[src/sv/bvmf_pkg.sv]
// Shared constants, types and control structs of the battery voltage mode filter.
package bvmf_pkg;

	localparam int HISTORY_DEPTH  = 25;
	localparam int DISTINCT_SLOTS = 10;

	localparam int ADC_W   = 13;
	localparam int CODE_W  = 10;
	localparam int FS_W    = 19;
	localparam int STEP_W  = 4;
	localparam int VOLT_W  = 11;
	localparam int HELD_W  = 5;
	localparam int PROD_W  = CODE_W + FS_W;
	localparam int QUOT_W  = 12;
	localparam int DVS_W   = 10;
	localparam int SUM_W   = QUOT_W + 1;

	localparam int CNT_W   = $clog2(HISTORY_DEPTH + 1);
	localparam int IDX_W   = (HISTORY_DEPTH > 1) ? $clog2(HISTORY_DEPTH) : 1;
	localparam int SLOT_CW = $clog2(DISTINCT_SLOTS + 1);
	localparam int SLOT_IW = (DISTINCT_SLOTS > 1) ? $clog2(DISTINCT_SLOTS) : 1;
	localparam int STEPS_W = $clog2(QUOT_W + 1);

	localparam int CFG_AW  = 1;
	localparam int CFG_DW  = FS_W;
	localparam int S_TDATA_W = 16;
	localparam int M_TDATA_W = 32;

	localparam logic [CFG_AW-1:0] REG_FULL_SCALE = 1'b0;
	localparam logic [CFG_AW-1:0] REG_QUANT_STEP = 1'b1;

	localparam logic [FS_W-1:0]   FULL_SCALE_RST = 19'd25600;
	localparam logic [STEP_W-1:0] QUANT_STEP_RST = 4'd3;
	localparam logic [DVS_W-1:0]  ADC_FULL_CODE  = 10'd1023;
	localparam logic [VOLT_W-1:0] VOLT_MAX       = 11'd2047;

	typedef struct packed {
		logic               start;
		logic [DVS_W-1:0]   rem_init;
		logic [QUOT_W-1:0]  dvd;
		logic [DVS_W-1:0]   dvs;
	} div_req_t;

	typedef struct packed {
		logic               done;
		logic [QUOT_W-1:0]  quot;
		logic [DVS_W-1:0]   rem;
	} div_res_t;

	typedef struct packed {
		logic               done;
		logic [VOLT_W-1:0]  voted;
		logic [CNT_W-1:0]   held;
	} vote_res_t;

endpackage

[src/sv/bvmf_div.sv]
// Restoring divider: one quotient bit per cycle, one step per quotient bit.
module bvmf_div (
	input  logic                clk,
	input  logic                arst_n,
	input  bvmf_pkg::div_req_t  req,
	output bvmf_pkg::div_res_t  res
);

	logic                          busy_q;
	logic [bvmf_pkg::STEPS_W-1:0]  cnt_q;
	logic [bvmf_pkg::DVS_W-1:0]    rem_q;
	logic [bvmf_pkg::QUOT_W-1:0]   sh_q;
	logic [bvmf_pkg::DVS_W-1:0]    dvs_q;
	logic [bvmf_pkg::DVS_W:0]      trial;
	logic                          fits;

	assign trial = {rem_q, sh_q[bvmf_pkg::QUOT_W-1]};
	assign fits  = trial >= {1'b0, dvs_q};

	always_ff @(posedge clk or negedge arst_n) begin
		if (!arst_n) begin
			busy_q <= 1'b0;
			cnt_q  <= '0;
		end else if (req.start) begin
			busy_q <= 1'b1;
			cnt_q  <= bvmf_pkg::STEPS_W'(bvmf_pkg::QUOT_W);
		end else if (busy_q) begin
			if (cnt_q == '0) begin
				busy_q <= 1'b0;
			end else begin
				cnt_q <= cnt_q - 1'b1;
			end
		end
	end

	always_ff @(posedge clk) begin
		if (req.start) begin
			rem_q <= req.rem_init;
			sh_q  <= req.dvd;
			dvs_q <= req.dvs;
		end else if (busy_q && cnt_q != '0) begin
			// shift in next dividend bit, subtract when it fits
			rem_q <= fits ? bvmf_pkg::DVS_W'(trial - {1'b0, dvs_q})
			              : trial[bvmf_pkg::DVS_W-1:0];
			sh_q  <= {sh_q[bvmf_pkg::QUOT_W-2:0], fits};
		end
	end

	assign res.done = busy_q && cnt_q == '0;
	assign res.quot = sh_q;
	assign res.rem  = rem_q;

endmodule

[src/sv/bvmf_vote.sv]
// Reading history and serial majority vote over distinct values.
module bvmf_vote (
	input  logic                          clk,
	input  logic                          arst_n,
	input  logic                          push,
	input  logic [bvmf_pkg::VOLT_W-1:0]   push_val,
	output bvmf_pkg::vote_res_t           res
);

	typedef enum logic [2:0] {
		V_IDLE = 3'b001,
		V_WALK = 3'b010,
		V_PICK = 3'b100
	} vstate_t;

	vstate_t                        state_q;
	logic [bvmf_pkg::VOLT_W-1:0]    hist_q [bvmf_pkg::HISTORY_DEPTH];
	logic [bvmf_pkg::CNT_W-1:0]     cnt_q;
	logic [bvmf_pkg::CNT_W-1:0]     idx_q;
	logic [bvmf_pkg::VOLT_W-1:0]    slot_val_q [bvmf_pkg::DISTINCT_SLOTS];
	logic [bvmf_pkg::CNT_W-1:0]     slot_cnt_q [bvmf_pkg::DISTINCT_SLOTS];
	logic [bvmf_pkg::SLOT_CW-1:0]   used_q;
	logic [bvmf_pkg::SLOT_CW-1:0]   k_q;
	logic [bvmf_pkg::CNT_W-1:0]     best_cnt_q;
	logic [bvmf_pkg::VOLT_W-1:0]    best_val_q;
	logic                           done_q;
	logic [bvmf_pkg::VOLT_W-1:0]    cur_val;
	logic [bvmf_pkg::DISTINCT_SLOTS-1:0] hit;

	assign cur_val = hist_q[idx_q[bvmf_pkg::IDX_W-1:0]];

	always_comb begin
		for (int k = 0; k < bvmf_pkg::DISTINCT_SLOTS; k++) begin
			hit[k] = (bvmf_pkg::SLOT_CW'(k) < used_q) && (slot_val_q[k] == cur_val);
		end
	end

	always_ff @(posedge clk) begin
		if (push) begin
			hist_q[0] <= push_val;
			for (int i = 1; i < bvmf_pkg::HISTORY_DEPTH; i++) begin
				hist_q[i] <= hist_q[i-1];
			end
		end
	end

	always_ff @(posedge clk) begin
		if (state_q == V_WALK && idx_q != cnt_q && cur_val != '0) begin
			for (int k = 0; k < bvmf_pkg::DISTINCT_SLOTS; k++) begin
				if (hit[k]) begin
					slot_cnt_q[k] <= slot_cnt_q[k] + 1'b1;
				end
			end
			// open a new slot for an unseen value while slots remain
			if (hit == '0 && used_q < bvmf_pkg::SLOT_CW'(bvmf_pkg::DISTINCT_SLOTS)) begin
				slot_val_q[used_q[bvmf_pkg::SLOT_IW-1:0]] <= cur_val;
				slot_cnt_q[used_q[bvmf_pkg::SLOT_IW-1:0]] <= bvmf_pkg::CNT_W'(1);
			end
		end
	end

	always_ff @(posedge clk or negedge arst_n) begin
		if (!arst_n) begin
			state_q    <= V_IDLE;
			cnt_q      <= '0;
			idx_q      <= '0;
			used_q     <= '0;
			k_q        <= '0;
			best_cnt_q <= '0;
			best_val_q <= '0;
			done_q     <= 1'b0;
		end else begin
			done_q <= state_q == V_PICK && k_q == used_q;
			unique case (state_q)
				V_IDLE: begin
					if (push) begin
						if (cnt_q < bvmf_pkg::CNT_W'(bvmf_pkg::HISTORY_DEPTH)) begin
							cnt_q <= cnt_q + 1'b1;
						end
						idx_q   <= '0;
						used_q  <= '0;
						state_q <= V_WALK;
					end
				end
				V_WALK: begin
					if (idx_q == cnt_q) begin
						k_q        <= '0;
						best_cnt_q <= '0;
						best_val_q <= '0;
						state_q    <= V_PICK;
					end else begin
						if (cur_val != '0 && hit == '0 &&
						    used_q < bvmf_pkg::SLOT_CW'(bvmf_pkg::DISTINCT_SLOTS)) begin
							used_q <= used_q + 1'b1;
						end
						idx_q <= idx_q + 1'b1;
					end
				end
				V_PICK: begin
					if (k_q == used_q) begin
						state_q <= V_IDLE;
					end else begin
						// strict compare keeps the earliest slot on a tie
						if (slot_cnt_q[k_q[bvmf_pkg::SLOT_IW-1:0]] > best_cnt_q) begin
							best_cnt_q <= slot_cnt_q[k_q[bvmf_pkg::SLOT_IW-1:0]];
							best_val_q <= slot_val_q[k_q[bvmf_pkg::SLOT_IW-1:0]];
						end
						k_q <= k_q + 1'b1;
					end
				end
				default: state_q <= V_IDLE;
			endcase
		end
	end

	assign res.done  = done_q;
	assign res.voted = best_val_q;
	assign res.held  = cnt_q;

	a_used_bound: assert property (@(posedge clk) disable iff (!arst_n)
		used_q <= bvmf_pkg::SLOT_CW'(bvmf_pkg::DISTINCT_SLOTS))
		else $error("slot count beyond slot capacity");

	a_walk_bound: assert property (@(posedge clk) disable iff (!arst_n)
		state_q == V_WALK |-> idx_q <= cnt_q)
		else $error("history walk past valid entries");

	a_done_pulse: assert property (@(posedge clk) disable iff (!arst_n)
		done_q |=> !done_q)
		else $error("vote done held for more than one cycle");

endmodule

[src/sv/battery_voltage_mode_filter.sv]
// Top level: scaling, step rounding and sequencing of the battery voltage mode filter.
//
// Usage:
//   s_tvalid/s_tready/s_tdata carry one item: the sum of eight 10-bit ADC
//   conversions. m_tvalid/m_tready/m_tdata return one result item per input.
//   cfg_wen/cfg_addr/cfg_wdata write full_scale_q8 (index 0) and quant_step
//   (index 1); write only while no item is in flight.
// Sequence:
//   An item passes from acceptance to m_tvalid through the multiply state, the
//   scale state (divide by 1023 with a fold and two compares), the serial divider
//   for the remainder by quant_step (skipped for a zero step), the rounding state,
//   a history walk over the valid entries, a slot pass over the distinct values,
//   and the handoff. s_tready is high only while the sequencer is idle, so the
//   next item is taken in the same cycle that m_tvalid rises at the earliest.
// Reset: arst_n clears the history fill count, the sequencer and the output
//   valid, and loads full_scale_q8 = 25600 and quant_step = 3.
// Stall: a finished result waits in the output register; a new item may be
//   accepted meanwhile and its result holds back until the waiting one is taken.
module battery_voltage_mode_filter (
	input  logic                               clk,
	input  logic                               arst_n,
	input  logic                               cfg_wen,
	input  logic [bvmf_pkg::CFG_AW-1:0]        cfg_addr,
	input  logic [bvmf_pkg::CFG_DW-1:0]        cfg_wdata,
	input  logic                               s_tvalid,
	output logic                               s_tready,
	input  logic [bvmf_pkg::S_TDATA_W-1:0]     s_tdata,   // [12:0] adc_accum
	output logic                               m_tvalid,
	input  logic                               m_tready,
	// [10:0] voted_centivolts, [21:11] quantized_centivolts,
	// [26:22] readings_held, [27] clipped
	output logic [bvmf_pkg::M_TDATA_W-1:0]     m_tdata
);

	typedef enum logic [6:0] {
		ST_IDLE   = 7'b000_0001,
		ST_MUL    = 7'b000_0010,
		ST_SCALE  = 7'b000_0100,
		ST_RWAIT  = 7'b000_1000,
		ST_ROUND  = 7'b001_0000,
		ST_VWAIT  = 7'b010_0000,
		ST_FIN    = 7'b100_0000
	} state_t;

	state_t                            state_q;
	logic [bvmf_pkg::FS_W-1:0]         fs_q;
	logic [bvmf_pkg::STEP_W-1:0]       step_q;
	logic [bvmf_pkg::CODE_W-1:0]       code_q;
	logic [bvmf_pkg::PROD_W-1:0]       prod_q;
	logic [bvmf_pkg::QUOT_W-1:0]       v_q;
	logic [bvmf_pkg::STEP_W-1:0]       r_q;
	logic [bvmf_pkg::VOLT_W-1:0]       qv_q;
	logic                              clip_q;
	logic                              out_valid_q;
	logic [bvmf_pkg::M_TDATA_W-1:0]    out_data_q;

	bvmf_pkg::div_req_t                div_req;
	bvmf_pkg::div_res_t                div_res;
	bvmf_pkg::vote_res_t               vote_res;
	logic                              push;

	logic [bvmf_pkg::QUOT_W-1:0]       fold;
	logic [bvmf_pkg::QUOT_W-1:0]       scaled;
	logic [bvmf_pkg::SUM_W-1:0]        rounded;
	logic                              round_up;
	logic                              clip;
	logic                              out_free;

	assign s_tready = state_q == ST_IDLE;
	assign out_free = !out_valid_q || m_tready;

	always_ff @(posedge clk or negedge arst_n) begin
		if (!arst_n) begin
			fs_q   <= bvmf_pkg::FULL_SCALE_RST;
			step_q <= bvmf_pkg::QUANT_STEP_RST;
		end else if (cfg_wen) begin
			unique case (cfg_addr)
				bvmf_pkg::REG_FULL_SCALE: fs_q   <= cfg_wdata;
				bvmf_pkg::REG_QUANT_STEP: step_q <= cfg_wdata[bvmf_pkg::STEP_W-1:0];
			endcase
		end
	end

	// x = 1024*hi + lo = 1023*hi + (hi + lo), and hi + lo stays below 3*1023
	assign fold   = bvmf_pkg::QUOT_W'(prod_q[bvmf_pkg::PROD_W-1:18])
	              + bvmf_pkg::QUOT_W'(prod_q[17:8]);
	assign scaled = bvmf_pkg::QUOT_W'(prod_q[bvmf_pkg::PROD_W-1:18])
	              + ((fold >= bvmf_pkg::QUOT_W'({bvmf_pkg::ADC_FULL_CODE, 1'b0}))
	                 ? bvmf_pkg::QUOT_W'(2)
	                 : (fold >= bvmf_pkg::QUOT_W'(bvmf_pkg::ADC_FULL_CODE))
	                   ? bvmf_pkg::QUOT_W'(1) : bvmf_pkg::QUOT_W'(0));

	// divider request: remainder of the scaled reading by the step
	always_comb begin
		div_req = '0;
		if (state_q == ST_SCALE && step_q != '0) begin
			div_req.start    = 1'b1;
			div_req.dvd      = scaled;
			div_req.dvs      = bvmf_pkg::DVS_W'(step_q);
		end
	end

	assign round_up = r_q > (step_q >> 1);
	assign rounded  = {1'b0, v_q} - bvmf_pkg::SUM_W'(r_q)
	                + (round_up ? bvmf_pkg::SUM_W'(step_q) : '0);
	assign clip     = rounded > bvmf_pkg::SUM_W'(bvmf_pkg::VOLT_MAX);
	assign push     = state_q == ST_ROUND;

	bvmf_div u_div (
		.clk    (clk),
		.arst_n (arst_n),
		.req    (div_req),
		.res    (div_res)
	);

	bvmf_vote u_vote (
		.clk      (clk),
		.arst_n   (arst_n),
		.push     (push),
		.push_val (bvmf_pkg::VOLT_W'(clip ? bvmf_pkg::VOLT_MAX
		                                  : rounded[bvmf_pkg::VOLT_W-1:0])),
		.res      (vote_res)
	);

	always_ff @(posedge clk) begin
		unique case (state_q)
			ST_IDLE:  code_q <= s_tdata[bvmf_pkg::ADC_W-1:3];
			ST_MUL:   prod_q <= code_q * fs_q;
			ST_SCALE: begin
				v_q <= scaled;
				r_q <= '0;
			end
			ST_RWAIT: begin
				if (div_res.done) begin
					r_q <= div_res.rem[bvmf_pkg::STEP_W-1:0];
				end
			end
			ST_ROUND: begin
				qv_q   <= clip ? bvmf_pkg::VOLT_MAX : rounded[bvmf_pkg::VOLT_W-1:0];
				clip_q <= clip;
			end
			default: ;
		endcase
	end

	always_ff @(posedge clk or negedge arst_n) begin
		if (!arst_n) begin
			state_q     <= ST_IDLE;
			out_valid_q <= 1'b0;
		end else begin
			if (state_q == ST_FIN && out_free) begin
				out_valid_q <= 1'b1;
			end else if (m_tready) begin
				out_valid_q <= 1'b0;
			end
			unique case (state_q)
				ST_IDLE:   if (s_tvalid) state_q <= ST_MUL;
				ST_MUL:    state_q <= ST_SCALE;
				ST_SCALE:  state_q <= (step_q != '0) ? ST_RWAIT : ST_ROUND;
				ST_RWAIT:  if (div_res.done) state_q <= ST_ROUND;
				ST_ROUND:  state_q <= ST_VWAIT;
				ST_VWAIT:  if (vote_res.done) state_q <= ST_FIN;
				ST_FIN: begin
					// hold until the output register is free
					if (out_free) begin
						state_q <= ST_IDLE;
					end
				end
				default:   state_q <= ST_IDLE;
			endcase
		end
	end

	always_ff @(posedge clk) begin
		if (state_q == ST_FIN && out_free) begin
			out_data_q <= bvmf_pkg::M_TDATA_W'({clip_q,
			                                    bvmf_pkg::HELD_W'(vote_res.held),
			                                    qv_q,
			                                    vote_res.voted});
		end
	end

	assign m_tvalid = out_valid_q;
	assign m_tdata  = out_data_q;

	a_one_item: assert property (@(posedge clk) disable iff (!arst_n)
		s_tvalid && s_tready |=> !s_tready)
		else $error("second item taken while one is in flight");

	a_clip_sat: assert property (@(posedge clk) disable iff (!arst_n)
		state_q == ST_VWAIT && clip_q |-> qv_q == bvmf_pkg::VOLT_MAX)
		else $error("clipped reading not saturated");

	a_held_bound: assert property (@(posedge clk) disable iff (!arst_n)
		vote_res.held <= bvmf_pkg::CNT_W'(bvmf_pkg::HISTORY_DEPTH))
		else $error("history count beyond depth");

endmodule

[config.mk]
export PLATFORM = sky130hd
export DESIGN_NAME = battery_voltage_mode_filter
export DESIGN_NICKNAME = d
export VERILOG_FILES = /design/src/sv/bvmf_pkg.sv /design/src/sv/bvmf_div.sv /design/src/sv/bvmf_vote.sv /design/src/sv/battery_voltage_mode_filter.sv
export SDC_FILE = /design/constraint.sdc
export NUM_CORES = 1
export LEC_CHECK = 0
export ABC_AREA = 1
export BUFFER_PORTS_ARGS = -buffer_cell sky130_fd_sc_hd__buf_2
export CAP_MARGIN = 5
export CORE_UTILIZATION = 50
export CTS_BUF_LIST = sky130_fd_sc_hd__clkbuf_4
export CTS_CLUSTER_DIAMETER = 40
export DETAILED_ROUTE_END_ITERATION = 10
export PLACE_DENSITY = 0.66
export SETUP_SLACK_MARGIN = 0.2
export SKIP_LAST_GASP = 1
export SYNTH_ARGS = -nofsm -noshare
export SYNTH_HDL_FRONTEND = slang
export SYNTH_SLANG_ARGS = --single-unit
export TNS_END_PERCENT = 100
[constraint.sdc]
create_clock -name clk -period 57.2 [get_ports clk]
set_clock_uncertainty 0.2 [all_clocks]
set_input_delay 5.72 -clock clk [delete_from_list [all_inputs] [get_ports clk]]
set_output_delay 5.72 -clock clk [all_outputs]
set_load 0.005 [all_outputs]
==> parameters.txt <==
Parameter                              Value

Status
  Outcome    complete, but fails checks
  Violations in the final reports    DRC

Route
  WL final    92100 um
  Residual DRC    1
  Detailed-route vias per instance    5.22
  Initial DRC count    2116
  Average wire length per cell after detail routing    about 17 um
  Antenna violation net count after detailed routing    0
  Via count    28100
  Initial DRT Pass Iterations    8

Power and ir drop
  Flop pwr share    26.6%
  P_int    1500 uW
  Net Sw Frac    44.6%
  Gate power share    between 50% and 60%
  Relative contribution of the clock network to total power    16.4%
  Power consumption    2710 uW
  Total net switching power    approximately 1200 uW
  Power per Cell Area    63.5 mW/mm^2
  Highest ir drop seen on vdd    0.184 mV
  Leakage component of the power    0.0191 uW

Clocking
  Inserted Clock Buffers    185
  Maximum number of buffers from clock root to sink    3
  Number of buffers added to fix hold violations after cts    0
  Number of H-tree branching levels    4
  Total number of clock tree sinks    about 710
  Number of gates resized after cts    0
  Insertion delay to the later sink of the worst-skew pair    1.03 ns
  Buffers inserted by post-CTS timing repair    0
  CTS tree    yes
  CTS clk-pin slew, worst paths    0.06 ns
  Clock root cell    sky130_fd_sc_hd__clkbuf_4

Placement
  Cell count after placement    5057
  Number of buffers inserted by port buffering    64
  Post-detail-place hpwl    61800 um
  Gp weighted congestion    0.899
  Area after detailed placement    0.0403 mm^2

Worst setup path
  Slowest stage cell on the critical path    sky130_fd_sc_hd__dfrtp_1
  CP Capture Type    output pin
  Sum of buffers and inverters on the critical path    3
  CP startpoint kind    flip-flop
  Worst path max stage delay    0.40 ns
  Cell chain of the critical path    nor2_1 -> inv_1 -> nor4_2 -> buf_4 -> buf_2
  Kind of cell adding the most delay to the critical path    buffers and inverters
  Required @ worst endpoint    between 50 and 60 ns
  Path type of the worst setup path    reg -> out
  Signal arrival time at the worst endpoint    2.31 ns
  Worst-path fanout max    13

Synthesis
  Count of flip-flops with a built-in enable after synthesis    roughly 620
  Seq/Total Area, Yosys    53.3%
  Largest area contributor in the synthesized netlist    sky130_fd_sc_hd__edfxtp_1
  Asr flop ratio synth    10.5%
  Top_reg_cell synth    sky130_fd_sc_hd__edfxtp_1
  #FFs+latches synth    707
  Share of the synthesized area in the top cell type    48.0%
  Cell area after synthesis    roughly 0.039 mm^2
  Synthesized instance count    4017
  Cells taking the most area after synthesis    sky130_fd_sc_hd__edfxtp_1, sky130_fd_sc_hd__nand2_1, sky130_fd_sc_hd__fa_1
  Synth unique cells    65
  Syn avg cell area    9.71 um^2
  Synthesis warning total    0

Finish
  Most frequent cells in the layout    sky130_fd_sc_hd__nand2_1, sky130_fd_sc_hd__edfxtp_1, sky130_fd_sc_hd__inv_1
  Filler cell count    6934
  Layout-stage area growth over the synthesis result    9.61%
  Most common cell after layout, fill and taps aside    sky130_fd_sc_hd__nand2_1
  Share of post-route cells with drive strength above 1    10.8%
  Layout Cells excl Fill    5388
  Number of nets in the layout    4502
  Final std cell area, no fill    0.0427 mm^2

Timing
  Setup repair after global routing missed its margin    no
  Final setup violation count    0
  Peak clock frequency supported by timing    121 MHz
  Final period demand of the worst path    8.23 ns
  Relative slew margins    between 10% and 20%
  Max-slew violation total from the final report    0
  Final period utilization    ~14%
  Worst hold margin    0.190 ns
  Tightest Pin Transition    1.24 ns
  Setup TNS after final layout    0 ns
  Final Hold Viols    0

GRT
  Congestion Overflow GR    0
  Total Routing Usage GR    a little under a quarter
  Wire length of the first global-routing pass    147000 um
  Pin count of the biggest net entering global routing    roughly 200
  Number of antenna violations at the first check in global routing    3
  Number of global-route vias before repair    27600

Die
  Floorplan row count    102
  Horiz. Die Dim    281 um
  Io pins    75
  Chip height    281 um
  Die Area    0.0791 mm^2
  Initial core utilization    50.4%
  Standard cell core area    0.0773 mm^2

Min path
  Type of the worst min-delay path    reg -> reg

Flow run
  Max-capacitance violation count    0
## final cells by class
type,instances,area [um^2],area share [%]
diodes,3,7.51,0.0176
flip-flops and latches,707,20800,48.6
clock buffers,274,2060,4.81
clock inverters,54,343,0.802
inverters,614,2310,5.40
well taps,1040,1300,3.04
multi-input cells,2597,15300,35.9
repair buffers,99,598,1.40
## power groups by stage
stage	clock network [uW]	logic (uW)	registers, uW
after CTS	458	1570	722
after detailed placement	0	1550	733
after global routing	483	1760	726
final	445	1550	722
after floorplan	0	1170	702
after global placement	0	1530	732
## through the flow
stage | worst slack, ns | util [%]
after floorplan | 26.09 | -
after global placement | 49.82 | 52.2
after detailed placement | 49.80 | 52.2
after CTS | 48.82 | 55.3
after global routing | 48.74 | 55.3
final | 48.97 | 55.3
## cell usage after synthesis, drive strengths merged, types with 4 or more instances
cell	count
edfxtp	623
dfstp	7
nand2	971
o2111ai	4
o22ai	15
a32o	5
xor2	60
or2	5
o21ai	226
inv	611
dfrtp	67
ha	117
xnor2	38
nor2	294
clkbuf	96
nor3	19
a221oi	12
a31oi	4
nand3b	19
buf	80
a21oi	164
nand3	303
o221ai	10
o211ai	15
mux2	16
nand4	34
dfxtp	10
a41oi	6
nor4	11
fa	140
nor3b	5
## per-layer routing
metal,vias up,GRT usage (%),routed length [um]
li1,13600,-,-
met4,0,9.14,2590
met5,-,0,0
met2,784,38.8,44100
met3,177,4.74,5750
met1,13500,31.6,39700
## cell families (layout without fill, tap and decap cells)
kind of cell    count (synthesis)  after routing  share of synthesized area [%]
flops                         707            707                           53.3
buf+inv                       790           1041                           8.20
mux                            16             16                          0.462
compound gates                484            484                           6.97
other cells                     1             81                        0.00962
fa+ha+maj                     257            257                           10.9
xor+xnor                       98             98                           2.20
simple gates                 1664           1664                           18.0
## path summary, 6_finish.rpt
path,slack [ns],depth (start not counted),from,endpoint
setup / recovery,48.97,5,state_q[3]$_DFFE_PN0P_,s_tready
hold / removal,0.19,0,u_vote.hist_q[16][2]$_DFFE_PN_,u_vote.hist_q[17][2]$_DFFE_PN_
setup reg to reg,50.00,18,u_vote.idx_q[0]$_DFFE_PN0P_,u_vote.slot_val_q[1][3]$_DFFE_PP_
hold reg to reg,0.19,0,u_vote.hist_q[16][2]$_DFFE_PN_,u_vote.hist_q[17][2]$_DFFE_PN_
max in group asynchronous,51.25,2,arst_n,u_vote.idx_q[0]$_DFFE_PN0P_
min in group asynchronous,4.51,1,arst_n,u_vote.used_q[2]$_DFFE_PN0P_
## registers in the layout (all words and copies together), names as in the netlist, 4 cells and up
| signal | count |
|---|---|
| code_q | 10 |
| fs_q | 19 |
| m_tdata | 28 |
| prod_q | 21 |
| r_q | 4 |
| state_q | 7 |
| step_q | 4 |
| u_div.cnt_q | 4 |
| u_div.dvs_q | 4 |
| u_div.rem_q | 10 |
| u_div.sh_q | 12 |
| u_vote.best_cnt_q | 5 |
| u_vote.best_val_q | 11 |
| u_vote.cnt_q | 5 |
| u_vote.hist_q | 275 |
| u_vote.idx_q | 5 |
| u_vote.k_q | 4 |
| u_vote.slot_cnt_q | 80 |
| u_vote.slot_val_q | 176 |
| u_vote.used_q | 4 |
| v_q | 12 |
No activity file was read; power rests on OpenSTA's default activity.
